File: src/hw/rtl/chsq_pkg.sv
// Shared widths, state encoding and controller/datapath command types
// for the chi-squared histogram distance core. No dependencies.
`default_nettype none

package chsq_pkg;

   localparam int BIN_W  = 17;
   localparam int EPS_W  = 16;
   localparam int DIST_W = 27;
   localparam int SUM_W  = 29;
   localparam int DIFF_W = BIN_W;
   localparam int NUM_W  = 2 * DIFF_W;
   localparam int DEN_W  = BIN_W + 2;
   localparam int QUO_W  = BIN_W;
   localparam int STEP_W = $clog2(QUO_W);

   localparam logic [STEP_W-1:0] STEP_LAST = STEP_W'(QUO_W - 1);

   typedef enum logic [2:0] {
      ST_IDLE,
      ST_SQUARE,
      ST_DIV_INIT,
      ST_DIVIDE,
      ST_ACCUM
   } ctrl_state_type;

   typedef struct packed {
      logic load;
      logic square;
      logic div_init;
      logic div_step;
      logic accum;
   } dp_cmd_type;

   typedef struct packed {
      logic last_bin;
      logic out_blocked;
   } dp_status_type;

endpackage

`default_nettype wire

File: src/hw/rtl/chsq_if.sv
// Valid/ready channel interfaces for requests, responses and the epsilon
// register write. Depends on chsq_pkg.
`default_nettype none

interface chsq_req_if;
   import chsq_pkg::*;
   logic             valid;
   logic             ready;
   logic [BIN_W-1:0] bin_a;
   logic [BIN_W-1:0] bin_b;
   logic             last_bin;
   modport source (output valid, bin_a, bin_b, last_bin, input ready);
   modport sink (input valid, bin_a, bin_b, last_bin, output ready);
endinterface

interface chsq_rsp_if;
   import chsq_pkg::*;
   logic              valid;
   logic              ready;
   logic [DIST_W-1:0] distance;
   logic              saturated;
   modport source (output valid, distance, saturated, input ready);
   modport sink (input valid, distance, saturated, output ready);
endinterface

interface chsq_csr_if;
   import chsq_pkg::*;
   logic             valid;
   logic             ready;
   logic [EPS_W-1:0] epsilon;
   modport source (output valid, epsilon, input ready);
   modport sink (input valid, epsilon, output ready);
endinterface

`default_nettype wire

File: src/hw/rtl/chsq_ctrl.sv
// Controller state machine: sequences square, divide and accumulate
// steps for one bin pair. Depends on chsq_pkg.
`default_nettype none

module chsq_ctrl (
   input  wire                     clock,
   input  wire                     reset,
   input  wire                     req_valid,
   output logic                    req_ready,
   input  chsq_pkg::dp_status_type status,
   output chsq_pkg::dp_cmd_type    cmd
);
   import chsq_pkg::*;

   ctrl_state_type    state_ff, state_in;
   logic [STEP_W-1:0] step_ff, step_in;

   always_ff @(posedge clock) begin
      if (reset) begin
         state_ff <= ST_IDLE;
         step_ff  <= '0;
      end else begin
         state_ff <= state_in;
         step_ff  <= step_in;
      end
   end

   always_comb begin
      state_in = state_ff;
      step_in  = step_ff;
      case (state_ff)
         ST_IDLE: begin
            if (req_valid) state_in = ST_SQUARE;
         end
         ST_SQUARE: begin
            state_in = ST_DIV_INIT;
         end
         ST_DIV_INIT: begin
            state_in = ST_DIVIDE;
            step_in  = '0;
         end
         ST_DIVIDE: begin
            if (step_ff == STEP_LAST) begin
               state_in = ST_ACCUM;
            end else begin
               step_in = step_ff + STEP_W'(1);
            end
         end
         ST_ACCUM: begin
            if (!(status.last_bin && status.out_blocked)) state_in = ST_IDLE;
         end
         default: begin
            state_in = ST_IDLE;
         end
      endcase
   end

   always_comb begin
      req_ready = 1'b0;
      cmd       = '0;
      case (state_ff)
         ST_IDLE: begin
            req_ready = 1'b1;
            cmd.load  = req_valid;
         end
         ST_SQUARE: begin
            cmd.square = 1'b1;
         end
         ST_DIV_INIT: begin
            cmd.div_init = 1'b1;
         end
         ST_DIVIDE: begin
            cmd.div_step = 1'b1;
         end
         ST_ACCUM: begin
            cmd.accum = !(status.last_bin && status.out_blocked);
         end
         default: begin
            req_ready = 1'b0;
         end
      endcase
   end

endmodule

`default_nettype wire

File: src/hw/rtl/chsq_dpath.sv
// Datapath: operand registers, 17x17 squarer, restoring divider, saturating
// accumulator, epsilon register and response register. Depends on chsq_pkg.
`default_nettype none

module chsq_dpath (
   input  wire                       clock,
   input  wire                       reset,
   input  chsq_pkg::dp_cmd_type      cmd,
   output chsq_pkg::dp_status_type   status,
   input  wire [chsq_pkg::BIN_W-1:0] req_bin_a,
   input  wire [chsq_pkg::BIN_W-1:0] req_bin_b,
   input  wire                       req_last_bin,
   input  wire                       csr_write,
   input  wire [chsq_pkg::EPS_W-1:0] csr_epsilon,
   output logic                      rsp_valid,
   input  wire                       rsp_ready,
   output logic [chsq_pkg::DIST_W-1:0] rsp_distance,
   output logic                      rsp_saturated
);
   import chsq_pkg::*;

   localparam logic [SUM_W:0]    SUM_MAX  = {1'b0, {SUM_W{1'b1}}};
   localparam logic [SUM_W-2:0]  DIST_MAX = {1'b0, {DIST_W{1'b1}}};

   logic [EPS_W-1:0]  eps_ff, eps_in;
   logic [BIN_W-1:0]  a_ff, b_ff;
   logic              last_ff;
   logic [NUM_W-1:0]  num_ff;
   logic [DEN_W-1:0]  den_ff;
   logic              den_zero_ff;
   logic [DEN_W-1:0]  rem_ff;
   logic [QUO_W-1:0]  quo_ff;
   logic [SUM_W-1:0]  sum_ff, sum_in;
   logic              ovf_ff, ovf_in;
   logic              out_valid_ff, out_valid_in;
   logic [DIST_W-1:0] dist_ff;
   logic              sat_ff;

   logic [DIFF_W-1:0] diff;
   logic [DEN_W-1:0]  den;
   logic [DEN_W:0]    rem_shift;
   logic [DEN_W+1:0]  trial;
   logic              borrow;
   logic [QUO_W-1:0]  term;
   logic [SUM_W:0]    sum_wide;
   logic [SUM_W-1:0]  sum_clamp;
   logic              ovf_next;
   logic [SUM_W-2:0]  half;
   logic              half_over;

   assign diff = (a_ff >= b_ff) ? (a_ff - b_ff) : (b_ff - a_ff);
   assign den  = DEN_W'(a_ff) + DEN_W'(b_ff) + DEN_W'(eps_ff);

   assign rem_shift = {rem_ff, quo_ff[QUO_W-1]};
   assign trial     = {1'b0, rem_shift} - {2'b00, den_ff};
   assign borrow    = trial[DEN_W+1];

   assign term      = den_zero_ff ? '0 : quo_ff;
   assign sum_wide  = {1'b0, sum_ff} + (SUM_W + 1)'(term);
   assign ovf_next  = ovf_ff || (sum_wide > SUM_MAX);
   assign sum_clamp = (sum_wide > SUM_MAX) ? SUM_MAX[SUM_W-1:0] : sum_wide[SUM_W-1:0];
   assign half      = sum_clamp[SUM_W-1:1];
   assign half_over = half > DIST_MAX;

   always_comb begin
      eps_in       = csr_write ? csr_epsilon : eps_ff;
      sum_in       = sum_ff;
      ovf_in       = ovf_ff;
      out_valid_in = out_valid_ff && !rsp_ready;
      if (cmd.accum) begin
         if (last_ff) begin
            sum_in       = '0;
            ovf_in       = 1'b0;
            out_valid_in = 1'b1;
         end else begin
            sum_in = sum_clamp;
            ovf_in = ovf_next;
         end
      end
   end

   always_ff @(posedge clock) begin
      if (reset) begin
         eps_ff       <= '0;
         sum_ff       <= '0;
         ovf_ff       <= 1'b0;
         out_valid_ff <= 1'b0;
      end else begin
         eps_ff       <= eps_in;
         sum_ff       <= sum_in;
         ovf_ff       <= ovf_in;
         out_valid_ff <= out_valid_in;
      end
   end

   always_ff @(posedge clock) begin
      if (cmd.load) begin
         a_ff    <= req_bin_a;
         b_ff    <= req_bin_b;
         last_ff <= req_last_bin;
      end
      if (cmd.square) begin
         num_ff      <= NUM_W'(diff) * NUM_W'(diff);
         den_ff      <= den;
         den_zero_ff <= (den == '0);
      end
      if (cmd.div_init) begin
         rem_ff <= DEN_W'(num_ff[NUM_W-1:QUO_W]);
         quo_ff <= num_ff[QUO_W-1:0];
      end else if (cmd.div_step) begin
         rem_ff <= borrow ? rem_shift[DEN_W-1:0] : trial[DEN_W-1:0];
         quo_ff <= {quo_ff[QUO_W-2:0], !borrow};
      end
      if (cmd.accum && last_ff) begin
         dist_ff <= half_over ? DIST_MAX[DIST_W-1:0] : half[DIST_W-1:0];
         sat_ff  <= ovf_next || half_over;
      end
   end

   assign status.last_bin    = last_ff;
   assign status.out_blocked = out_valid_ff && !rsp_ready;
   assign rsp_valid          = out_valid_ff;
   assign rsp_distance       = dist_ff;
   assign rsp_saturated      = sat_ff;

endmodule

`default_nettype wire

File: src/hw/rtl/chi_squared_hist_distance_core.sv
// Chi-squared histogram distance core: top level joining controller and
// datapath to the channel interfaces. Depends on chsq_pkg, chsq_if.
//
// Usage:
//   req: one transaction per bin pair (bin_a, bin_b, last_bin), unsigned
//        fixed point with 16 fraction bits. last_bin closes a histogram.
//   rsp: one transaction per histogram: distance = half the summed
//        (a-b)^2/(a+b+epsilon) terms, saturated to 27 bits, with saturated
//        flagging overflow of the sum or of the result.
//   csr: writes epsilon; always ready. Write only while the core is idle.
// Sequence: one bin pair at a time (accept, square, divider load,
//   17 restoring divide steps, accumulate); the radix-2 divider produces
//   one quotient bit per cycle, and the next pair is taken after accumulate.
// Response: registered in the accumulate step of the last_bin pair.
// Stall: the response is held in an output register; the core accepts and
//   processes further bin pairs meanwhile, and waits in the accumulate step
//   only if a second last_bin result is ready while the first is not taken.
// Reset: clears the sum, the overflow flag, epsilon and the response valid.
`default_nettype none

module chi_squared_hist_distance_core (
   input  wire        clock,
   input  wire        reset,
   chsq_req_if.sink   req_chan,
   chsq_rsp_if.source rsp_chan,
   chsq_csr_if.sink   csr_chan
);
   import chsq_pkg::*;

   dp_cmd_type    cmd;
   dp_status_type status;
   logic          req_ready;

   assign req_chan.ready = req_ready;
   assign csr_chan.ready = 1'b1;

   chsq_ctrl u_ctrl (
      .clock     (clock),
      .reset     (reset),
      .req_valid (req_chan.valid),
      .req_ready (req_ready),
      .status    (status),
      .cmd       (cmd)
   );

   chsq_dpath u_dpath (
      .clock         (clock),
      .reset         (reset),
      .cmd           (cmd),
      .status        (status),
      .req_bin_a     (req_chan.bin_a),
      .req_bin_b     (req_chan.bin_b),
      .req_last_bin  (req_chan.last_bin),
      .csr_write     (csr_chan.valid),
      .csr_epsilon   (csr_chan.epsilon),
      .rsp_valid     (rsp_chan.valid),
      .rsp_ready     (rsp_chan.ready),
      .rsp_distance  (rsp_chan.distance),
      .rsp_saturated (rsp_chan.saturated)
   );

endmodule

`default_nettype wire

File: src/flat_wrapper.sv
// flat-port wrapper written by rule: the top's interface ports become plain ports
module chi_squared_hist_distance_core_flat import chsq_pkg::*;
  (clock, reset, req_chan_valid, req_chan_bin_a, req_chan_bin_b, req_chan_last_bin, req_chan_ready, rsp_chan_valid, rsp_chan_distance, rsp_chan_saturated, rsp_chan_ready, csr_chan_valid, csr_chan_epsilon, csr_chan_ready);
  chsq_req_if req_chan_i ();
  chsq_rsp_if rsp_chan_i ();
  chsq_csr_if csr_chan_i ();
  input  wire clock;
  input  wire reset;
  input wire logic [$bits(req_chan_i.valid)-1:0] req_chan_valid;
  input wire logic [$bits(req_chan_i.bin_a)-1:0] req_chan_bin_a;
  input wire logic [$bits(req_chan_i.bin_b)-1:0] req_chan_bin_b;
  input wire logic [$bits(req_chan_i.last_bin)-1:0] req_chan_last_bin;
  output wire logic [$bits(req_chan_i.ready)-1:0] req_chan_ready;
  output wire logic [$bits(rsp_chan_i.valid)-1:0] rsp_chan_valid;
  output wire logic [$bits(rsp_chan_i.distance)-1:0] rsp_chan_distance;
  output wire logic [$bits(rsp_chan_i.saturated)-1:0] rsp_chan_saturated;
  input wire logic [$bits(rsp_chan_i.ready)-1:0] rsp_chan_ready;
  input wire logic [$bits(csr_chan_i.valid)-1:0] csr_chan_valid;
  input wire logic [$bits(csr_chan_i.epsilon)-1:0] csr_chan_epsilon;
  output wire logic [$bits(csr_chan_i.ready)-1:0] csr_chan_ready;
  assign req_chan_i.valid = req_chan_valid;
  assign req_chan_i.bin_a = req_chan_bin_a;
  assign req_chan_i.bin_b = req_chan_bin_b;
  assign req_chan_i.last_bin = req_chan_last_bin;
  assign req_chan_ready = req_chan_i.ready;
  assign rsp_chan_valid = rsp_chan_i.valid;
  assign rsp_chan_distance = rsp_chan_i.distance;
  assign rsp_chan_saturated = rsp_chan_i.saturated;
  assign rsp_chan_i.ready = rsp_chan_ready;
  assign csr_chan_i.valid = csr_chan_valid;
  assign csr_chan_i.epsilon = csr_chan_epsilon;
  assign csr_chan_ready = csr_chan_i.ready;
  chi_squared_hist_distance_core u_core (.clock(clock), .reset(reset), .req_chan(req_chan_i), .rsp_chan(rsp_chan_i), .csr_chan(csr_chan_i));
endmodule
File: config.mk
export PLATFORM = sky130hd
export DESIGN_NAME = chi_squared_hist_distance_core_flat
export DESIGN_NICKNAME = d
export VERILOG_FILES = /design/src/hw/rtl/chsq_pkg.sv /design/src/hw/rtl/chsq_if.sv /design/src/hw/rtl/chsq_ctrl.sv /design/src/hw/rtl/chsq_dpath.sv /design/src/hw/rtl/chi_squared_hist_distance_core.sv /design/src/flat_wrapper.sv
export SDC_FILE = /design/constraint.sdc
export NUM_CORES = 1
export LEC_CHECK = 0
export ABC_AREA = 1
export BUFFER_PORTS_ARGS = -buffer_cell sky130_fd_sc_hd__buf_4
export CORE_ASPECT_RATIO = 0.9
export CORE_MARGIN = 4
export CORE_UTILIZATION = 65
export DETAILED_ROUTE_END_ITERATION = 12
export HOLD_SLACK_MARGIN = 0.15
export PLACE_DENSITY_LB_ADDON = 0.2
export SLEW_MARGIN = 20
export SYNTH_ARGS = -nofsm -noshare
export SYNTH_HDL_FRONTEND = slang
export SYNTH_SLANG_ARGS = --single-unit
File: constraint.sdc
create_clock -name clock -period 13.6 [get_ports clock]
set_input_delay 2.72 -clock clock [delete_from_list [all_inputs] [get_ports clock]]
set_output_delay 2.72 -clock clock [all_outputs]
set_load 0.005 [all_outputs]
==> impl_metrics.env <==
export IMPL_status="finished, final reports clean"
export IMPL_cts_tree="yes"
export IMPL_fin_crit_sh_pct=62.5
export IMPL_design_area_sq_um=23200
export IMPL_clk_pin_slew_worst_paths_ns=0.07
export IMPL_dominantRegCellSynth="edfxtp_1"
export IMPL_worst_clock_skew_ns=0.0224
export IMPL_grt_pass1_wl_um=85100
export IMPL_worstSetupPathType="reg -> reg"
export IMPL_cp_slowest_cell="fa_1"
export IMPL_rr_worst_depth=30
export IMPL_routed_wl_um=51700
export IMPL_setup_viol=0
export IMPL_critPathMaxFanout=11
export IMPL_worst_ep_required_time_ns=13.88
export IMPL_cts_resized=0
export IMPL_whs_ns=0.467
export IMPL_min_period_ns=8.50
export IMPL_hpwl_um=42300
export IMPL_num_io_pins=87
export IMPL_via_per_inst=5.52
export IMPL_grt_max_degree=67
export IMPL_seq_area_frac_synth_pct=26.2
export IMPL_fin_setup_tns_ns=0
export IMPL_ys_ff_latch=207
export IMPL_tightest_slew_ns=0.994
export IMPL_postRouteAntennaNets=0
export IMPL_drt_iter0_drc=1217
export IMPL_clk_latency_ns=0.54
export IMPL_min_to="u_core.u_dpath.sum_ff[27]"
export IMPL_vias=17000
export IMPL_htreeDepth=1
export IMPL_finalWorstSetupSlack_ns=5.10
export IMPL_dr_pass1_iters=6
export IMPL_rows=62
export IMPL_cts_buffer_depth=3
export IMPL_worstPathArrival_ns=8.78
export IMPL_start_kind="register"
export IMPL_cpPeakStageDelay_ns=0.56
export IMPL_cts_buffers=23
export IMPL_slew_violations=0
export IMPL_synthToLayoutAreaGrowth_pct=7.89
export IMPL_hold_path_class="reg -> reg"
export IMPL_synth_top_cell_area_share_pct=20.9
export IMPL_synth_area_sq_um=21500
export IMPL_portBuffers=85
export IMPL_fmax_ghz=0.118
export IMPL_max_slew_margin_pct=33.6
export IMPL_place_congestion=0.945
export IMPL_drcViolationCount=0
export IMPL_place_area_sq_um=22500
export IMPL_synth_area_top_cells="edfxtp_1 (21%), fa_1 (20%), ha_1 (11%)"
export IMPL_die_h_um=181
export IMPL_hp_start="u_core.u_dpath.sum_ff[27]"
export IMPL_final_cell_mix="nand2_1 (524), inv_1 (479), nor2_1 (220)"
export IMPL_hold_viol=0
export IMPL_syn_inst=2591
export IMPL_die_x_um=200
export IMPL_fillers=2589
export IMPL_core_sq_um=32300
export IMPL_num_nets_final=3119
export IMPL_final_common_cell="nand2_1"
export IMPL_min_delay_path_depth=2
export IMPL_wl_per_cell_um=16.7
export IMPL_r2r_end="u_core.u_dpath.num_ff[23]"
export IMPL_grt_overflow=0
export IMPL_r2r_setup_slack_ns=5.10
export IMPL_grt_pass1_vias=17200
export IMPL_initial_core_util_pct=66.7
export IMPL_post_cts_buffers=0
export IMPL_antenna_found_initial=0
export IMPL_drive_gt1_share_pct=8.80
export IMPL_endpoint_kind="register"
export IMPL_synth_edf_count=150
export IMPL_cts_sinks=207
export IMPL_async_flop_share_pct=0
export IMPL_root_buffer="clkbuf_16"
export IMPL_cap_violations=0
export IMPL_grt_util_all_layers_pct=28.9
export IMPL_hold_buffers=0
export IMPL_dp_slack_ns=5.18
export IMPL_yosys_warnings=0
export IMPL_syn_nets=3057
export IMPL_post_synth_top_area_cell="edfxtp_1"
export IMPL_syn_avg_cell_area_sq_um=8.31
export IMPL_path_common_cell="nand2_1"
export IMPL_rsz0062_at_grt="false"
export IMPL_ys_types=54
export IMPL_dieArea_sq_um=36100
export IMPL_r2r_start="u_core.u_dpath.a_ff[1]"
[flip-flops by register name, summed over array words and instances (netlist names)]
name and flops:
u_core.u_dpath.num_ff 33, u_core.u_dpath.sum_ff 29, u_core.u_dpath.rsp_distance 27, u_core.u_dpath.den_ff 19
u_core.u_dpath.rem_ff 19, u_core.u_dpath.a_ff 17, u_core.u_dpath.b_ff 17, u_core.u_dpath.quo_ff 17
u_core.u_dpath.eps_ff 16, u_core.u_ctrl.step_ff 5, u_core.u_ctrl.state_ff 3, u_core.u_dpath.den_zero_ff 1
u_core.u_dpath.last_ff 1, u_core.u_dpath.ovf_ff 1, u_core.u_dpath.rsp_saturated 1, u_core.u_dpath.rsp_valid 1
[worst max path at each step]
| stage | depth (start not counted) | end | start | slack, ns |
|---|---|---|---|---|
| 6_report | 30 | u_core.u_dpath.num_ff[23] | u_core.u_dpath.a_ff[1] | 5.10 |
| 5_1_grt | 32 | u_core.u_dpath.num_ff[23] | u_core.u_dpath.a_ff[1] | 4.65 |
| 3_3_place_gp | 32 | u_core.u_dpath.num_ff[23] | u_core.u_dpath.a_ff[1] | 5.25 |
| 3_5_place_dp | 32 | u_core.u_dpath.num_ff[23] | u_core.u_dpath.a_ff[1] | 5.18 |
| 4_1_cts | 32 | u_core.u_dpath.num_ff[23] | u_core.u_dpath.a_ff[1] | 5.18 |
| 2_1_floorplan | 36 | u_core.u_dpath.num_ff[23] | u_core.u_dpath.b_ff[0] | 6.56 |
[cell type report]
class | count | area, sq um | area share (%)
Tap cell | 416 | 520 | 2.24
Sequential cell | 207 | 5650 | 24.3
Timing Repair Buffer | 93 | 711 | 3.06
Antenna cell | 1 | 2.50 | 0.0108
Multi-Input combinational cell | 1815 | 13700 | 58.9
Clock inverter | 15 | 146 | 0.630
Clock buffer | 27 | 601 | 2.59
Inverter | 513 | 1930 | 8.31
[synthesized netlist by cell type (3+ instances only)]
library cell    n
buf_4           6
or2_2          11
nor4_1          8
buf_6           7
nor2_1        222
nor3b_1         3
nand2_4         7
xor2_1         68
nand3_1        88
or2_1           3
nand2_1       525
nand4_1        13
fa_1          213
ha_1          197
a21boi_0        6
nor2_2         14
nor2_4         15
edfxtp_1      150
dfxtp_1        57
o21ai_1         7
a21o_1         16
o21ai_0       125
a31oi_1         7
nand2_2        10
inv_1         479
o31ai_1         3
a211oi_1        3
a21oi_1       154
clkbuf_1       26
inv_2          32
nor3_1         23
o21bai_1        9
xnor2_1        29
o211ai_1        3
nand3b_1        5
o21a_1          6
o21ai_2         3
buf_2          16
[metrics by stage]
stage,cells,utilization (%)
2_1_floorplan,2591,-
3_3_place_gp,3043,69.6
3_5_place_dp,3043,69.6
4_1_cts,3085,71.9
5_1_grt,3086,72.0
6_report,3087,72.0
[layer usage]
layer	wire, um	up-vias	part of all wire, %	track usage, %
met4	1270	0	2.5	6.76
li1	-	8264	-	-
met5	0	-	0	0
met3	3590	107	6.9	4.15
met1	22400	8072	43	40.3
met2	24500	604	47	48.1
[worst max-delay path: cells and delay by family, from the launching register on]
kind                     cells  cell delay, ns
buffers and inverters        6            0.86
XOR/XNOR                     2            0.31
AND/OR/NAND/NOR              8            1.23
AO/OA/AOI/OAI                6            1.58
adder cells (fa/ha/maj)      8            3.77
flip-flops                   1            0.47
[cells by family after synthesis]
family,Yosys count,share of synthesized area (%)
flops,207,26.2
compound gates,351,8.93
xor+xnor,98,4.02
simple gates,955,19.2
other cells,1,0.0174
buf+inv,569,10.4
fa+ha+maj,410,31.3
Power is not shown: default switching activity piles up to over one toggle a cycle in this logic, so the estimate is an artifact.
